$ cat config.mk
export PLATFORM = sky130hd
export DESIGN_NAME = epoch_seconds_to_calendar_top_flat
export DESIGN_NICKNAME = d
export VERILOG_FILES = /design/src/rtl/esc_pkg.sv /design/src/rtl/esc_if.sv /design/src/rtl/esc_serdiv.sv /design/src/rtl/esc_datewalk.sv /design/src/rtl/epoch_seconds_to_calendar_top.sv /design/src/flat_wrapper.sv
export SDC_FILE = /design/constraint.sdc
export NUM_CORES = 1
export LEC_CHECK = 0
export CAP_MARGIN = 25
export CELL_PAD_IN_SITES_DETAIL_PLACEMENT = 0
export CELL_PAD_IN_SITES_GLOBAL_PLACEMENT = 1
export CORE_UTILIZATION = 54
export CTS_CLUSTER_DIAMETER = 80
export CTS_CLUSTER_SIZE = 30
export DETAILED_ROUTE_END_ITERATION = 6
export DONT_BUFFER_PORTS = 1
export GPL_TIMING_DRIVEN = 0
export PLACE_DENSITY_LB_ADDON = 0.08
export SYNTH_ARGS = -nofsm -noshare
export SYNTH_HDL_FRONTEND = slang
export SYNTH_SLANG_ARGS = --single-unit
$ cat constraint.sdc
create_clock -name clk_i -period 6.5 [get_ports clk_i]
set_clock_uncertainty 0.05 [all_clocks]
set_input_delay 0.325 -clock clk_i [delete_from_list [all_inputs] [get_ports clk_i]]
set_output_delay 0.325 -clock clk_i [all_outputs]
set_load 0.02 [all_outputs]
$ cat src/rtl/esc_pkg.sv
// shared constants, types and the month-length table for the epoch to calendar converter
`default_nettype none

package esc_pkg;

  localparam int SECS_W   = 32;
  localparam int YEAR_W   = 12;
  localparam int MONTH_W  = 4;
  localparam int DAY_W    = 5;
  localparam int HOUR_W   = 5;
  localparam int MIN_W    = 6;
  localparam int SEC_W    = 6;

  // bit-serial divider: dividend register and partial remainder
  localparam int DIV_W    = 32;
  localparam int REM_W    = 17;
  localparam int ITER_W   = $clog2(DIV_W + 1);

  // whole days since the epoch fit here for any 32-bit count
  localparam int DAYS_W   = 16;

  localparam int START_YEAR_DEF = 2000;
  localparam logic [YEAR_W-1:0] LAST_YEAR = YEAR_W'(2099);

  localparam logic [REM_W-1:0] SECS_PER_DAY  = REM_W'(86400);
  localparam logic [REM_W-1:0] SECS_PER_HOUR = REM_W'(3600);
  localparam logic [REM_W-1:0] SECS_PER_MIN  = REM_W'(60);

  // iteration counts of the three divisions, dividend left aligned
  localparam logic [ITER_W-1:0] DAY_ITERS  = ITER_W'(32);
  localparam logic [ITER_W-1:0] HOUR_ITERS = ITER_W'(17);
  localparam logic [ITER_W-1:0] MIN_ITERS  = ITER_W'(12);

  localparam logic [MONTH_W-1:0] MONTH_JAN = MONTH_W'(1);
  localparam logic [MONTH_W-1:0] MONTH_FEB = MONTH_W'(2);
  localparam logic [MONTH_W-1:0] MONTH_DEC = MONTH_W'(12);

  typedef struct packed {
    logic              start;
    logic [ITER_W-1:0] iters;
  } esc_div_ctl_t;

  typedef struct packed {
    logic busy;
    logic done;
  } esc_div_sts_t;

  typedef struct packed {
    logic done;
    logic range_err;
  } esc_walk_sts_t;

  // days in a month, february stretched in leap years
  function automatic logic [DAY_W-1:0] month_len(input logic [MONTH_W-1:0] m,
                                                 input logic leap);
    logic [DAY_W-1:0] len;
    unique case (m)
      4'd1, 4'd3, 4'd5, 4'd7, 4'd8, 4'd10, 4'd12: len = DAY_W'(31);
      4'd4, 4'd6, 4'd9, 4'd11:                    len = DAY_W'(30);
      4'd2:                                       len = leap ? DAY_W'(29) : DAY_W'(28);
      default:                                    len = DAY_W'(31);
    endcase
    return len;
  endfunction

endpackage

`default_nettype wire

$ cat src/rtl/esc_if.sv
// valid/ready channels for the seconds input and the calendar result
`default_nettype none

interface esc_in_if;
  import esc_pkg::*;

  logic              valid;
  logic              ready;
  logic [SECS_W-1:0] seconds_since_epoch;

  modport source (output valid, output seconds_since_epoch, input ready);
  modport sink   (input valid, input seconds_since_epoch, output ready);
endinterface

interface esc_out_if;
  import esc_pkg::*;

  logic               valid;
  logic               ready;
  logic [YEAR_W-1:0]  year;
  logic [MONTH_W-1:0] month;
  logic [DAY_W-1:0]   day_of_month;
  logic [HOUR_W-1:0]  hour;
  logic [MIN_W-1:0]   minute;
  logic [SEC_W-1:0]   second;
  logic               range_error;

  modport source (output valid, output year, output month, output day_of_month,
                  output hour, output minute, output second, output range_error,
                  input ready);
  modport sink   (input valid, input year, input month, input day_of_month,
                  input hour, input minute, input second, input range_error,
                  output ready);
endinterface

`default_nettype wire

$ cat src/rtl/esc_serdiv.sv
// restoring divider, one quotient bit per cycle, dividend taken msb first
`default_nettype none

module esc_serdiv (
  input  logic                          clk_i,
  input  logic                          rst_ni,
  input  esc_pkg::esc_div_ctl_t         ctl_i,
  input  logic [esc_pkg::DIV_W-1:0]     dividend_i,
  input  logic [esc_pkg::REM_W-1:0]     divisor_i,
  output esc_pkg::esc_div_sts_t         sts_o,
  output logic [esc_pkg::DIV_W-1:0]     quotient_o,
  output logic [esc_pkg::REM_W-1:0]     remainder_o
);
  import esc_pkg::*;

  logic [REM_W-1:0]  rem_q, rem_d;
  logic [DIV_W-1:0]  sh_q, sh_d;
  logic [ITER_W-1:0] cnt_q, cnt_d;
  logic              done_q, done_d;
  logic [REM_W:0]    trial;
  logic [REM_W:0]    diff;
  logic              ge;

  assign trial = {rem_q, sh_q[DIV_W-1]};
  assign diff  = trial - {1'b0, divisor_i};
  assign ge    = trial >= {1'b0, divisor_i};

  always_comb begin
    rem_d  = rem_q;
    sh_d   = sh_q;
    cnt_d  = cnt_q;
    done_d = 1'b0;
    if (ctl_i.start) begin
      rem_d = '0;
      sh_d  = dividend_i;
      cnt_d = ctl_i.iters;
    end else if (cnt_q != '0) begin
      rem_d  = ge ? diff[REM_W-1:0] : trial[REM_W-1:0];
      // quotient bits enter at the bottom as the dividend leaves the top
      sh_d   = {sh_q[DIV_W-2:0], ge};
      cnt_d  = cnt_q - ITER_W'(1);
      done_d = (cnt_q == ITER_W'(1));
    end
  end

  always_ff @(posedge clk_i or negedge rst_ni) begin
    if (!rst_ni) begin
      cnt_q  <= '0;
      done_q <= 1'b0;
    end else begin
      cnt_q  <= cnt_d;
      done_q <= done_d;
    end
  end

  always_ff @(posedge clk_i) begin
    rem_q <= rem_d;
    sh_q  <= sh_d;
  end

  assign sts_o.busy  = (cnt_q != '0);
  assign sts_o.done  = done_q;
  assign quotient_o  = sh_q;
  assign remainder_o = rem_q;

endmodule

`default_nettype wire

$ cat src/rtl/esc_datewalk.sv
// year then month subtraction, one year or one month per cycle
`default_nettype none

module esc_datewalk #(
  parameter int START_YEAR = esc_pkg::START_YEAR_DEF
) (
  input  logic                         clk_i,
  input  logic                         rst_ni,
  input  logic                         start_i,
  input  logic [esc_pkg::DAYS_W-1:0]   days_i,
  output esc_pkg::esc_walk_sts_t       sts_o,
  output logic [esc_pkg::YEAR_W-1:0]   year_o,
  output logic [esc_pkg::MONTH_W-1:0]  month_o,
  output logic [esc_pkg::DAY_W-1:0]    day_o
);
  import esc_pkg::*;

  localparam logic [1:0] W_IDLE  = 2'd0;
  localparam logic [1:0] W_YEAR  = 2'd1;
  localparam logic [1:0] W_MONTH = 2'd2;
  localparam logic [1:0] W_DONE  = 2'd3;

  logic [1:0]         state_q, state_d;
  logic [DAYS_W-1:0]  days_q, days_d;
  logic [YEAR_W-1:0]  year_q, year_d;
  logic [MONTH_W-1:0] month_q, month_d;
  logic               err_q, err_d;
  logic               leap;
  logic [8:0]         ylen;
  logic [DAY_W-1:0]   mlen;

  assign leap = (year_q[1:0] == 2'b00);
  assign ylen = leap ? 9'd366 : 9'd365;
  assign mlen = month_len(month_q, leap);

  always_comb begin
    state_d = state_q;
    days_d  = days_q;
    year_d  = year_q;
    month_d = month_q;
    err_d   = err_q;
    if (start_i) begin
      state_d = W_YEAR;
      days_d  = days_i;
      year_d  = YEAR_W'(START_YEAR);
      month_d = MONTH_JAN;
      err_d   = 1'b0;
    end else begin
      unique case (state_q)
        W_YEAR: begin
          if (year_q > LAST_YEAR) begin
            err_d   = 1'b1;
            state_d = W_DONE;
          end else if (days_q < DAYS_W'(ylen)) begin
            state_d = W_MONTH;
          end else begin
            days_d = days_q - DAYS_W'(ylen);
            year_d = year_q + YEAR_W'(1);
          end
        end
        W_MONTH: begin
          if (days_q < DAYS_W'(mlen) || month_q >= MONTH_DEC) begin
            state_d = W_DONE;
          end else begin
            days_d  = days_q - DAYS_W'(mlen);
            month_d = month_q + MONTH_W'(1);
          end
        end
        default: ;
      endcase
    end
  end

  always_ff @(posedge clk_i or negedge rst_ni) begin
    if (!rst_ni) begin
      state_q <= W_IDLE;
    end else begin
      state_q <= state_d;
    end
  end

  always_ff @(posedge clk_i) begin
    days_q  <= days_d;
    year_q  <= year_d;
    month_q <= month_d;
    err_q   <= err_d;
  end

  assign sts_o.done      = (state_q == W_DONE);
  assign sts_o.range_err = err_q;
  assign year_o          = year_q;
  assign month_o         = month_q;
  assign day_o           = days_q[DAY_W-1:0] + DAY_W'(1);

endmodule

`default_nettype wire

$ cat src/rtl/epoch_seconds_to_calendar_top.sv
// epoch seconds to calendar date and time of day converter, top level
// sequence: bit-serial day division, then the year/month walk (one year or
//   month per cycle) beside the hour and minute divisions
// the time from input transaction to result varies with the walk length
// throughput: one transaction at a time, next after the result loads, plus any result stall
// reset: asynchronous active low, clears sequencer state and the output valid
`default_nettype none

module epoch_seconds_to_calendar_top #(
  parameter int START_YEAR = esc_pkg::START_YEAR_DEF
) (
  input  logic      clk_i,
  input  logic      rst_ni,
  esc_in_if.sink    in_i,
  esc_out_if.source out_o
);
  import esc_pkg::*;

  // sequencer states
  localparam logic [2:0] S_IDLE = 3'd0;  // waiting for an input transaction
  localparam logic [2:0] S_DAY  = 3'd1;  // seconds / 86400
  localparam logic [2:0] S_HOUR = 3'd2;  // time of day / 3600
  localparam logic [2:0] S_MIN  = 3'd3;  // remainder / 60
  localparam logic [2:0] S_JOIN = 3'd4;  // wait for date walk and free output

  logic [2:0]          state_q, state_d;

  esc_div_ctl_t        div_ctl;
  esc_div_sts_t        div_sts;
  logic [DIV_W-1:0]    div_dividend;
  logic [REM_W-1:0]    div_divisor;
  logic [DIV_W-1:0]    div_quot;
  logic [REM_W-1:0]    div_rem;

  logic                walk_start;
  esc_walk_sts_t       walk_sts;
  logic [YEAR_W-1:0]   walk_year;
  logic [MONTH_W-1:0]  walk_month;
  logic [DAY_W-1:0]    walk_day;

  logic [HOUR_W-1:0]   hour_q, hour_d;

  logic                out_valid_q, out_valid_d;
  logic                out_load;
  logic [YEAR_W-1:0]   year_q;
  logic [MONTH_W-1:0]  month_q;
  logic [DAY_W-1:0]    day_q;
  logic [HOUR_W-1:0]   ohour_q;
  logic [MIN_W-1:0]    minute_q;
  logic [SEC_W-1:0]    second_q;
  logic                err_q;

  logic                in_fire;

  assign in_i.ready = (state_q == S_IDLE);
  assign in_fire    = in_i.valid && in_i.ready;

  // output register is free when empty or being drained this cycle
  assign out_load = (state_q == S_JOIN) && walk_sts.done && (!out_valid_q || out_o.ready);

  // divisor follows the phase the divider is working on
  always_comb begin
    unique case (state_q)
      S_HOUR:  div_divisor = SECS_PER_HOUR;
      S_MIN:   div_divisor = SECS_PER_MIN;
      default: div_divisor = SECS_PER_DAY;
    endcase
  end

  always_comb begin
    state_d        = state_q;
    hour_d         = hour_q;
    div_ctl.start  = 1'b0;
    div_ctl.iters  = DAY_ITERS;
    div_dividend   = in_i.seconds_since_epoch;
    walk_start     = 1'b0;
    unique case (state_q)
      S_IDLE: begin
        if (in_fire) begin
          div_ctl.start = 1'b1;
          state_d       = S_DAY;
        end
      end
      S_DAY: begin
        if (div_sts.done) begin
          // days go to the date walk, time of day back into the divider
          walk_start    = 1'b1;
          div_ctl.start = 1'b1;
          div_ctl.iters = HOUR_ITERS;
          div_dividend  = {div_rem, {(DIV_W-REM_W){1'b0}}};
          state_d       = S_HOUR;
        end
      end
      S_HOUR: begin
        if (div_sts.done) begin
          hour_d        = div_quot[HOUR_W-1:0];
          div_ctl.start = 1'b1;
          div_ctl.iters = MIN_ITERS;
          div_dividend  = {div_rem[11:0], {(DIV_W-12){1'b0}}};
          state_d       = S_MIN;
        end
      end
      S_MIN: begin
        if (div_sts.done) begin
          state_d = S_JOIN;
        end
      end
      S_JOIN: begin
        if (out_load) begin
          state_d = S_IDLE;
        end
      end
      default: state_d = S_IDLE;
    endcase
  end

  always_comb begin
    out_valid_d = out_valid_q;
    if (out_o.ready) begin
      out_valid_d = 1'b0;
    end
    if (out_load) begin
      out_valid_d = 1'b1;
    end
  end

  always_ff @(posedge clk_i or negedge rst_ni) begin
    if (!rst_ni) begin
      state_q     <= S_IDLE;
      out_valid_q <= 1'b0;
    end else begin
      state_q     <= state_d;
      out_valid_q <= out_valid_d;
    end
  end

  // payload registers; divider holds minute and second after its last step
  always_ff @(posedge clk_i) begin
    hour_q <= hour_d;
    if (out_load) begin
      err_q <= walk_sts.range_err;
      if (walk_sts.range_err) begin
        year_q   <= '0;
        month_q  <= '0;
        day_q    <= '0;
        ohour_q  <= '0;
        minute_q <= '0;
        second_q <= '0;
      end else begin
        year_q   <= walk_year;
        month_q  <= walk_month;
        day_q    <= walk_day;
        ohour_q  <= hour_q;
        minute_q <= div_quot[MIN_W-1:0];
        second_q <= div_rem[SEC_W-1:0];
      end
    end
  end

  esc_serdiv u_div (
    .clk_i       (clk_i),
    .rst_ni      (rst_ni),
    .ctl_i       (div_ctl),
    .dividend_i  (div_dividend),
    .divisor_i   (div_divisor),
    .sts_o       (div_sts),
    .quotient_o  (div_quot),
    .remainder_o (div_rem)
  );

  esc_datewalk #(
    .START_YEAR (START_YEAR)
  ) u_walk (
    .clk_i   (clk_i),
    .rst_ni  (rst_ni),
    .start_i (walk_start),
    .days_i  (div_quot[DAYS_W-1:0]),
    .sts_o   (walk_sts),
    .year_o  (walk_year),
    .month_o (walk_month),
    .day_o   (walk_day)
  );

  assign out_o.valid        = out_valid_q;
  assign out_o.year         = year_q;
  assign out_o.month        = month_q;
  assign out_o.day_of_month = day_q;
  assign out_o.hour         = ohour_q;
  assign out_o.minute       = minute_q;
  assign out_o.second       = second_q;
  assign out_o.range_error  = err_q;

  // an accepted transaction always leaves idle
  a_leave_idle: assert property (@(posedge clk_i) disable iff (!rst_ni)
    in_fire |=> state_q == S_DAY)
    else $error("sequencer did not start the day division");

  // a flagged result carries a zero date
  a_err_zero: assert property (@(posedge clk_i) disable iff (!rst_ni)
    out_o.valid && out_o.range_error |->
      out_o.year == '0 && out_o.month == '0 && out_o.day_of_month == '0)
    else $error("range error with nonzero date");

  // a good result has a month of 1 to 12, a nonzero day and a year no later than 2099
  a_date_ok: assert property (@(posedge clk_i) disable iff (!rst_ni)
    out_o.valid && !out_o.range_error |->
      out_o.month >= MONTH_JAN && out_o.month <= MONTH_DEC &&
      out_o.day_of_month != '0 && out_o.year <= LAST_YEAR)
    else $error("date out of range");

  // time of day fields stay in range
  a_tod_ok: assert property (@(posedge clk_i) disable iff (!rst_ni)
    out_o.valid |-> out_o.hour < HOUR_W'(24) && out_o.minute < MIN_W'(60) &&
      out_o.second < SEC_W'(60))
    else $error("time of day out of range");

  // the divider is never restarted while it is still shifting
  a_div_start: assert property (@(posedge clk_i) disable iff (!rst_ni)
    div_ctl.start |-> !div_sts.busy)
    else $error("divider restarted mid division");

endmodule

`default_nettype wire

$ cat src/flat_wrapper.sv
// flat-port wrapper written by rule: the top's interface ports become plain ports
module epoch_seconds_to_calendar_top_flat import esc_pkg::*;
#(
  parameter int START_YEAR = esc_pkg::START_YEAR_DEF
)
  (clk_i, rst_ni, in_i_valid, in_i_seconds_since_epoch, in_i_ready, out_o_valid, out_o_year, out_o_month, out_o_day_of_month, out_o_hour, out_o_minute, out_o_second, out_o_range_error, out_o_ready);
  esc_in_if in_i_i ();
  esc_out_if out_o_i ();
  input  logic clk_i;
  input  logic rst_ni;
  input wire logic [$bits(in_i_i.valid)-1:0] in_i_valid;
  input wire logic [$bits(in_i_i.seconds_since_epoch)-1:0] in_i_seconds_since_epoch;
  output wire logic [$bits(in_i_i.ready)-1:0] in_i_ready;
  output wire logic [$bits(out_o_i.valid)-1:0] out_o_valid;
  output wire logic [$bits(out_o_i.year)-1:0] out_o_year;
  output wire logic [$bits(out_o_i.month)-1:0] out_o_month;
  output wire logic [$bits(out_o_i.day_of_month)-1:0] out_o_day_of_month;
  output wire logic [$bits(out_o_i.hour)-1:0] out_o_hour;
  output wire logic [$bits(out_o_i.minute)-1:0] out_o_minute;
  output wire logic [$bits(out_o_i.second)-1:0] out_o_second;
  output wire logic [$bits(out_o_i.range_error)-1:0] out_o_range_error;
  input wire logic [$bits(out_o_i.ready)-1:0] out_o_ready;
  assign in_i_i.valid = in_i_valid;
  assign in_i_i.seconds_since_epoch = in_i_seconds_since_epoch;
  assign in_i_ready = in_i_i.ready;
  assign out_o_valid = out_o_i.valid;
  assign out_o_year = out_o_i.year;
  assign out_o_month = out_o_i.month;
  assign out_o_day_of_month = out_o_i.day_of_month;
  assign out_o_hour = out_o_i.hour;
  assign out_o_minute = out_o_i.minute;
  assign out_o_second = out_o_i.second;
  assign out_o_range_error = out_o_i.range_error;
  assign out_o_i.ready = out_o_ready;
  epoch_seconds_to_calendar_top #(.START_YEAR(START_YEAR)) u_core (.clk_i(clk_i), .rst_ni(rst_ni), .in_i(in_i_i), .out_o(out_o_i));
endmodule
==> results.toml, run 1 <==
[clock_network]
clock_sinks = 139
ctsLongestPathBuffers = 2
insertion_delay_ps = 420
cts_setup_buffers = 0
cts_resized = 0
root_buffer = "clkbuf_16"
cts.htree.levels = 4
clk_pin_slew_ps = 60
cts_tree = "yes"
cts_made_buffers = 17

[global_route]
antenna_found_initial = 0
grt_pass1_vias = 5418
grt-ovfl-total = 0
grt_pass1_wl_um = 29600
grt_max_degree = 25
grtUsageTotal = 0.274

[cells_and_area]
multi_input_area_um2 = 3290
nNetsFinal = 812
drive_gt1_frac = 0.0749
nFillCells = 1105
syn_to_final_growth_pct = 11.8
seq_area_um2 = 3770
final_core_util = 0.620
antenna_cells = 0

[placed_design]
port_buffers = 0
hpwl_um = 13500
routabilityCongestion = 0.897

[setup_path]
max_stage_delay_ps = 430
cp_num_cells = 13
crit_slowest_cell = "and2b_1"
crit_path_start = "u_core.state_q[2]"
start_kind = "flip-flop"
r2r_cells = 13
timing.rr.end = "u_core.u_div.remainder_o[15]"
critPathMaxFanout = 10
end_kind = "flip-flop"
regToRegSetupSlack_ps = 2290
worstPathRequired_ps = 6800
critPathTopFamily = "compound AO/OA/AOI/OAI gates"
path_buf_inv = 4
crit_top_cell = "inv_1"
critPathArrivalTime_ps = 4510
worstReg2RegStart = "u_core.state_q[2]"
setup.worst_path.end = "u_core.u_div.remainder_o[15]"
crit_chain = "buf_2 > and2b_1 > inv_1 > nor2_2 > inv_1 > ha_1 > a21oi_1 > o211ai_1 > a311o_1 > o41ai_4 > buf_6 > mux2_2 > nor2_1"
critPathKind = "flip-flop to flip-flop"

[synthesis]
synth_top_flop_cell = "edfxtp_1"
synthDistinctLibCells = 68
synthArstFlopShare = 0.0935
syn_area_um2 = 7370
synth_area_leader_cell = "edfxtp_1"
netlist_top_cells_area = "edfxtp_1 37%, dfxtp_1 9.2%, nor2_1 4.6%"
ys_seq_area_frac = 0.511
synth.top_cells.by_count = "92 x edfxtp_1, 91 x nor2_1, 48 x nand2_1, 38 x a21oi_1, 36 x o21ai_0"
synth_edf_count = 92
syn-instance-count = 725
yosysMostFrequentCell = "edfxtp_1"
ys_ff_latch = 139
synth_top_area_frac = 0.375
synth_nets = 789
yosysWarningCount = 0
syn-mean-instance-area_um2 = 10.2

[routing]
ant_nets = 0
dr.pass1.iters = 5
routed_via_density = 6.16
drc = 0
drt_wl_total_um = 18400
drt_iter0_drc = 467
vias = 5774
avgRoutedWirePerCell_um = 19.6

[sta]
hold_viol = 0
period_share = 0.648
rsz0062_at_grt = "false"
worst_pin_slew_ps = 912
max_clock_freq_ghz = 0.238
layout_min_cycle_time_ps = 4210
tns_ps = 0
finalSetupViolCount = 0
slew_headroom = 0.387
slew_violations = 0

[floorplan]
dieArea_um2 = 14100
die_w_um = 119
core_um2 = 13300
num_rows = 42
die-height_um = 119
io_pins = 77
initial_utilization = 0.555

[outcome]
outcome = "complete, no violations"

[power]
power_density_nw_per_um2 = 538
peakVddDrop_mv = 0.259
power_leakage_uw = 0.00312

[run]
drv_cap = 0

[hold_path]
holdCritPathClass = "input pin to flip-flop"
-- cell usage in the layout (no fill, tap or decap), types with 16 or more instances in the layout --
cell / n
ha_1: 25
nor2b_1: 33
inv_1: 32
nand2_1: 48
clkbuf_16: 17
nor2_1: 90
dfxtp_1: 34
clkbuf_1: 34
nand3_1: 16
a22o_1: 23
o21ai_0: 36
a21oi_1: 38
edfxtp_1: 92
xnor2_1: 23
-- layer usage --
layer	up-vias	global-route usage	share of wire
met5	-	0	0
met3	27	0.0589	0.076
met1	2793	0.406	0.48
met4	0	0.0878	0.016
met2	231	0.401	0.43
li1	2723	-	-
-- logic make-up after synthesis --
family                     Yosys count  share of synthesized area
DFF                                139                      0.511
and+or+nand+nor                    259                      0.172
buffers and inverters               78                     0.0438
xor gates and xnor gates            33                     0.0392
AOI/OAI and AO/OA                  180                      0.172
adders and majority gates           28                     0.0506
muxes                                8                     0.0112
-- layout make-up --
| class | instances | share of cell area |
|---|---|---|
| multi-input combinational | 508 | 0.399 |
| timing repair buffer | 4 | 0.00910 |
| clock inverter | 14 | 0.0171 |
| tap | 176 | 0.0267 |
| buffer | 46 | 0.0246 |
| sequential | 139 | 0.457 |
| inverter | 32 | 0.0146 |
| clock buffer | 18 | 0.0520 |
-- how the worst min path moves through the flow --
stage / slack, ps / cells past startpoint / endpoint / startpoint
finish: 60 / 1 / u_core.u_div.quotient_o[11] / in_i_seconds_since_epoch[11]
CTS: 50 / 1 / u_core.u_div.quotient_o[11] / in_i_seconds_since_epoch[11]
global route: 50 / 1 / u_core.u_div.quotient_o[14] / in_i_seconds_since_epoch[14]
detailed placement: -20 / 0 / u_core.state_q[1] / rst_ni
floorplan: -20 / 0 / u_core.out_o.valid / rst_ni
global placement: -20 / 0 / u_core.out_o.valid / rst_ni
-- state kept, by name, summed over array words and instances, names as in the netlist --
signal                     cells
u_core.hour_q                  5
u_core.out_o.day_of_month      5
u_core.out_o.hour              5
u_core.out_o.minute            6
u_core.out_o.month             4
u_core.out_o.range_error       1
u_core.out_o.second            6
u_core.out_o.valid             1
u_core.out_o.year             12
u_core.state_q                 3
u_core.u_div.cnt_q             6
u_core.u_div.done_q            1
u_core.u_div.quotient_o       32
u_core.u_div.remainder_o      17
u_core.u_walk.days_q          16
u_core.u_walk.err_q            1
u_core.u_walk.month_o          4
u_core.u_walk.state_q          2
u_core.u_walk.year_o          12
-- worst reg2reg max path, delay by kind of cell, from the launching register on --
family / cells / cell delay [ps]
compound gates: 4 / 1280
simple gates: 3 / 920
buf+inv: 4 / 790
fa+ha+maj: 1 / 400
flops: 1 / 350
mux: 1 / 350
-- report_power, final --
| part | internal [µW] | switching (µW) |
|---|---|---|
| logic | 821 | 1060 |
| clock network | 564 | 376 |
| registers | 1320 | 295 |
| total | 2700 | 1730 |
-- metrics by stage --
step / power (µW) / hold slack, ps / worst slack (ps) / cells / instance area, µm²
after floorplan: 2960 / -20.6 / 3150 / 725 / 7370
after global placement: 3410 / -19.7 / 2430 / 901 / 7590
after detailed placement: 3460 / -19.5 / 2380 / 903 / 7660
after CTS: 4420 / 45.9 / 2350 / 937 / 8250
after global routing: 4740 / 52.1 / 2030 / 937 / 8250
final: 4440 / 57.2 / 2290 / 937 / 8250
-- timing repair --
item	CTS	global route
setup endpoints to repair	0	0
hold endpoints to repair	14	0
hold buffers	2	0
Note: power is estimated with default switching activity, not from simulation.
==> run 2, diff against run 1 <==
--- a/config.mk
+++ b/config.mk
@@ -8,7 +8,7 @@
 export CAP_MARGIN = 25
 export CELL_PAD_IN_SITES_DETAIL_PLACEMENT = 0
 export CELL_PAD_IN_SITES_GLOBAL_PLACEMENT = 1
-export CORE_UTILIZATION = 54
+export CORE_UTILIZATION = 45
 export CTS_CLUSTER_DIAMETER = 80
 export CTS_CLUSTER_SIZE = 30
 export DETAILED_ROUTE_END_ITERATION = 6
==> constraint.sdc (replaced) <==
create_clock -name clk_i -period 3.6 [get_ports clk_i]
set_clock_uncertainty 0.05 [all_clocks]
set_input_delay 0.18 -clock clk_i [delete_from_list [all_inputs] [get_ports clk_i]]
set_output_delay 0.18 -clock clk_i [all_outputs]
set_load 0.02 [all_outputs]
==> run 2 against run 1 <==
Compared with the run above:
- worst setup slack lost 2200 ps
- sequential power grew 81%
- count of clock-buffer cells in the layout grew 4
- largest power group unchanged
- highest routed layer unchanged
==> results.toml, run 2 (same netlist as run 1, synthesis figures left out) <==
[global_route]
antenna_found_initial = 0
grt_pass1_wl_um = 31100
grt_pass1_vias = 5684
grt_max_degree = 25
grt-ovfl-total = 0
grtUsageTotal = 0.245

[cells_and_area]
antenna_cells = 0
nNetsFinal = 847
seq_area_um2 = 3770
drive_gt1_frac = 0.0879
final_cells = 1012
mostFrequentLayoutCell = "edfxtp_1"
multi_input_area_um2 = 3320
largest_register_ff_count = 32
layout_common_cells = "92 x edfxtp_1, 90 x nor2_1, 48 x nand2_1"
nFillCells = 1430
syn_to_final_growth_pct = 17.3

[clock_network]
cts_made_buffers = 17
ctsLongestPathBuffers = 2
clk_pin_slew_ps = 60
insertion_delay_ps = 410
cts.htree.levels = 4
cts_tree = "yes"
clock_sinks = 139
root_buffer = "clkbuf_16"

[floorplan]
die-height_um = 130
dieArea_um2 = 16900
core_um2 = 15900
die_w_um = 130
num_rows = 46
io_pins = 77
initial_utilization = 0.462

[routing]
drc = 0
drt_iter0_drc = 435
avgRoutedWirePerCell_um = 19.2
routed_via_density = 5.77
dr.pass1.iters = 5
ant_nets = 0
drt_wl_total_um = 19500
vias = 5837

[sta]
worst_pin_slew_ps = 778
layout_min_cycle_time_ps = 3520
whs_ps = 13.9
slew_violations = 0
rsz0062_at_grt = "true"
slew_headroom = 0.477
hold_viol = 0
max_clock_freq_ghz = 0.284
period_share = 0.977
finalSetupViolCount = 0

[setup_path]
worstPathRequired_ps = 3890
r2r_cells = 14
timing.rr.end = "u_core.u_div.remainder_o[14]"
worstReg2RegStart = "u_core.state_q[2]"
crit_path_start = "u_core.state_q[2]"
start_kind = "flip-flop"
critPathArrivalTime_ps = 3810
setup.worst_path.end = "u_core.u_div.remainder_o[14]"
critPathKind = "flip-flop to flip-flop"
regToRegSetupSlack_ps = 80
critPathMaxFanout = 9
end_kind = "flip-flop"

[placed_design]
place_inst = 943
hpwl_um = 14200
port_buffers = 0
routabilityCongestion = 0.906

[power]
peakVddDrop_mv = 0.447
power_leakage_uw = 0.00327
power_uw = 8180
power_density_nw_per_um2 = 945

[hold_path]
holdCritPathClass = "input pin to flip-flop"

[run]
drv_cap = 0

[outcome]
outcome = "complete, no violations"
[run 2: changes by cell type in the layout (fill, tap and decap cells not counted), sizes merged]
cell         delta
buf             +7
bufinv          -1
clkbuf          +3
clkinv          -2
clkinvlp        +1
dlygate4sd3    +29
inv             -2
[run 2: layout make-up]
class                           instances  share of cell area
Buffer                                 45              0.0234
Clock buffer                           22              0.0537
Clock inverter                         10              0.0107
Inverter                               32              0.0139
Multi-Input combinational cell        508               0.383
Sequential cell                       139               0.436
Tap cell                              216              0.0312
Timing Repair Buffer                   40              0.0480
[run 2: worst min-delay path by stage]
stage | startpoint | end | cells past startpoint
3_5_place_dp | rst_ni | u_core.state_q[2] | 0
6_report | in_i_seconds_since_epoch[31] | u_core.u_div.quotient_o[31] | 2
4_1_cts | in_i_seconds_since_epoch[31] | u_core.u_div.quotient_o[31] | 2
2_1_floorplan | rst_ni | u_core.out_o.valid | 0
5_1_grt | in_i_seconds_since_epoch[31] | u_core.u_div.quotient_o[31] | 2
3_3_place_gp | rst_ni | u_core.state_q[0] | 0
[run 2: through the flow]
step	area, µm²	setup TNS (ps)	setup WS [ps]	utilization
4_1_cts	8610	0	5.38	0.540
6_report	8650	0	83.0	0.543
3_3_place_gp	7640	-6460	-506	0.479
3_5_place_dp	7710	-7210	-528	0.483
5_1_grt	8650	-88.5	-20.4	0.543
2_1_floorplan	7370	0	250	-
[run 2: per-layer routing]
metal,vias up,routed length (µm),global-route usage
met1,2812,9320,0.362
met3,18,1320,0.0504
li1,2799,-,-
met5,-,0,0
met4,0,235,0.0602
met2,208,8590,0.368
[run 2: power by group]
group	total (µW)	internal, µW	switching (µW)
registers	2920	2380	540
clock network	1640	987	653
logic	3620	1620	2000
total	8180	4990	3190
[run 2: critical path: stages, from the launching register on]
cell	delay, ps
dfrtp_1	350
buf_2	170
and2b_4	260
inv_1	80
nor2_4	190
inv_2	100
ha_1	280
buf_2	180
nand4b_1	170
or3_1	380
a31oi_2	240
o41ai_4	160
buf_4	180
or4_1	510
a31oi_1	160
[run 2: timing repair]
action / in CTS / in global routing
pin swaps: 2 / 3
setup buffers: 3 / 3
resized for setup: 5 / 7
hold buffers: 31 / 0
setup endpoints to repair: 32 / 32
hold endpoints to repair: 43 / 0
gates cloned: 1 / 0
==> run 3, diff against run 2 <==
--- a/config.mk
+++ b/config.mk
@@ -14,7 +14,7 @@
 export DETAILED_ROUTE_END_ITERATION = 6
 export DONT_BUFFER_PORTS = 1
 export GPL_TIMING_DRIVEN = 0
-export PLACE_DENSITY_LB_ADDON = 0.08
+export PLACE_DENSITY_LB_ADDON = 0.1
 export SYNTH_ARGS = -nofsm -noshare
 export SYNTH_HDL_FRONTEND = slang
 export SYNTH_SLANG_ARGS = --single-unit
==> run 3 against run 2 <==
Compared with the run above:
- utilization up 0.16 points
- final cell count stayed put
- worst setup slack improved by 32 ps
- clock power rose by 8%
- sequential share of layout area down 0.13 points
- non-clock buffer count unchanged
- critical endpoint unchanged
- wire length decreased by 0.76%
- largest cell class unchanged
- sequential power hardly changed
==> results.toml, run 3 (same netlist as run 1, synthesis figures left out) <==
[outcome]
outcome = "complete, no violations"

[setup_path]
max_stage_delay_ps = 510
critPathKind = "flip-flop to flip-flop"
r2r_cells = 14
worstPathRequired_ps = 3900
crit_chain = "buf_2 > and2b_4 > inv_1 > nor2_4 > inv_2 > ha_1 > buf_2 > nand4b_1 > or3_1 > a31oi_2 > o41ai_4 > buf_4 > or4_1 > a31oi_1"
critPathMaxFanout = 9
critPathTopFamily = "simple AND/OR/NAND/NOR gates"
critPathArrivalTime_ps = 3780
end_kind = "flip-flop"
timing.rr.end = "u_core.u_div.remainder_o[14]"
crit_slowest_cell = "or4_1"
regToRegSetupSlack_ps = 120
path_buf_inv = 5
start_kind = "flip-flop"
crit_top_cell = "buf_2"
worstReg2RegStart = "u_core.state_q[2]"

[cells_and_area]
mostFrequentLayoutCell = "edfxtp_1"
largest_register_ff_count = 32
layout_common_cells = "92 x edfxtp_1, 90 x nor2_1, 48 x nand2_1"
nFillCells = 1447
syn_to_final_growth_pct = 17.6
drive_gt1_frac = 0.0867
final_cells = 1012
antenna_cells = 0
nNetsFinal = 847

[floorplan]
die-height_um = 130
io_pins = 77
die_w_um = 130
core_um2 = 15900
dieArea_um2 = 16900
initial_utilization = 0.462
num_rows = 46

[routing]
drt_wl_total_um = 19300
routed_via_density = 5.79
avgRoutedWirePerCell_um = 19.1
vias = 5857
ant_nets = 0
drt_iter0_drc = 500
dr.pass1.iters = 7
drc = 0

[hold_path]
holdCritPathClass = "input pin to flip-flop"
holdPathEnd = "u_core.u_div.quotient_o[29]"
min_path_cells = 2
holdCritStartpoint = "in_i_seconds_since_epoch[29]"

[power]
clkPwrFrac = 0.214
power_density_nw_per_um2 = 952
power_leakage_uw = 0.00329
cell_internal_pwr_uw = 5000
power_switching_uw = 3260
peakVddDrop_mv = 0.427
pwr-share-seq = 0.351
power.share.switching = 0.395
combPwrFrac = 0.435
power_uw = 8260

[sta]
slew_violations = 0
max_clock_freq_ghz = 0.287
tns_ps = 0
hold_viol = 0
whs_ps = 3.52
period_share = 0.968
rsz0062_at_grt = "true"
worst_pin_slew_ps = 918
layout_min_cycle_time_ps = 3480
finalSetupViolCount = 0
slew_headroom = 0.383

[global_route]
antenna_found_initial = 0
grt-ovfl-total = 0
grt_pass1_wl_um = 30700
grt_pass1_vias = 5515
grtUsageTotal = 0.243
grt_max_degree = 40

[placed_design]
place_inst = 943
hpwl_um = 13900
port_buffers = 0
routabilityCongestion = 0.908

[clock_network]
clock_sinks = 139
clk_pin_slew_ps = 60
root_buffer = "clkbuf_16"
insertion_delay_ps = 420
cts.htree.levels = 4
cts_made_buffers = 17
ctsLongestPathBuffers = 2
cts_tree = "yes"

[run]
drv_cap = 0
run 3: final cells by class:
| cell class | instances | area [µm²] | area share |
|---|---|---|---|
| sequential | 139 | 3770 | 0.434 |
| buffer | 46 | 203 | 0.0234 |
| multi-input combinational | 508 | 3310 | 0.382 |
| clock buffer | 20 | 468 | 0.0539 |
| inverter | 32 | 120 | 0.0138 |
| tap | 216 | 270 | 0.0312 |
| timing repair buffer | 39 | 405 | 0.0467 |
| clock inverter | 12 | 126 | 0.0146 |
run 3: layer usage:
layer	track usage	wire length, µm	vias up
li1	-	-	2787
met1	0.353	9470	2853
met4	0.0773	291	0
met3	0.0615	1200	23
met2	0.355	8360	194
met5	0	0	-
run 3: how the worst max path moves through the flow:
stage,from,endpoint,cells past startpoint
CTS,u_core.state_q[2],u_core.u_div.remainder_o[13],14
detailed placement,u_core.state_q[2],u_core.u_div.remainder_o[13],14
finish,u_core.state_q[2],u_core.u_div.remainder_o[14],14
floorplan,u_core.state_q[2],u_core.u_div.remainder_o[13],14
global route,u_core.state_q[2],u_core.u_div.remainder_o[14],14
global placement,u_core.state_q[2],u_core.u_div.remainder_o[13],14
run 3: timing repair:
action	CTS	global route
hold buffers	32	0
gates resized for setup	6	3
endpoints found under the hold margin	44	0
setup endpoints to repair	32	31
setup buffers	5	0
pin swaps	2	3
cloned	0	0
run 3: power groups by stage:
stage	logic (µW)	registers [µW]	clock network (µW)
2_1_floorplan	2650	2700	0
3_3_place_gp	3290	2910	0
3_5_place_dp	3380	2920	0
4_1_cts	3530	2890	1790
5_1_grt	4010	2970	1860
6_report	3590	2900	1770
run 3: metrics by stage:
step           setup WS, ps   util  instance area (µm²)
2_1_floorplan           250      -                 7370
3_3_place_gp           -508  0.479                 7640
3_5_place_dp           -561  0.483                 7700
4_1_cts                39.7  0.543                 8660
5_1_grt               -27.0  0.544                 8670
6_report                115  0.544                 8670
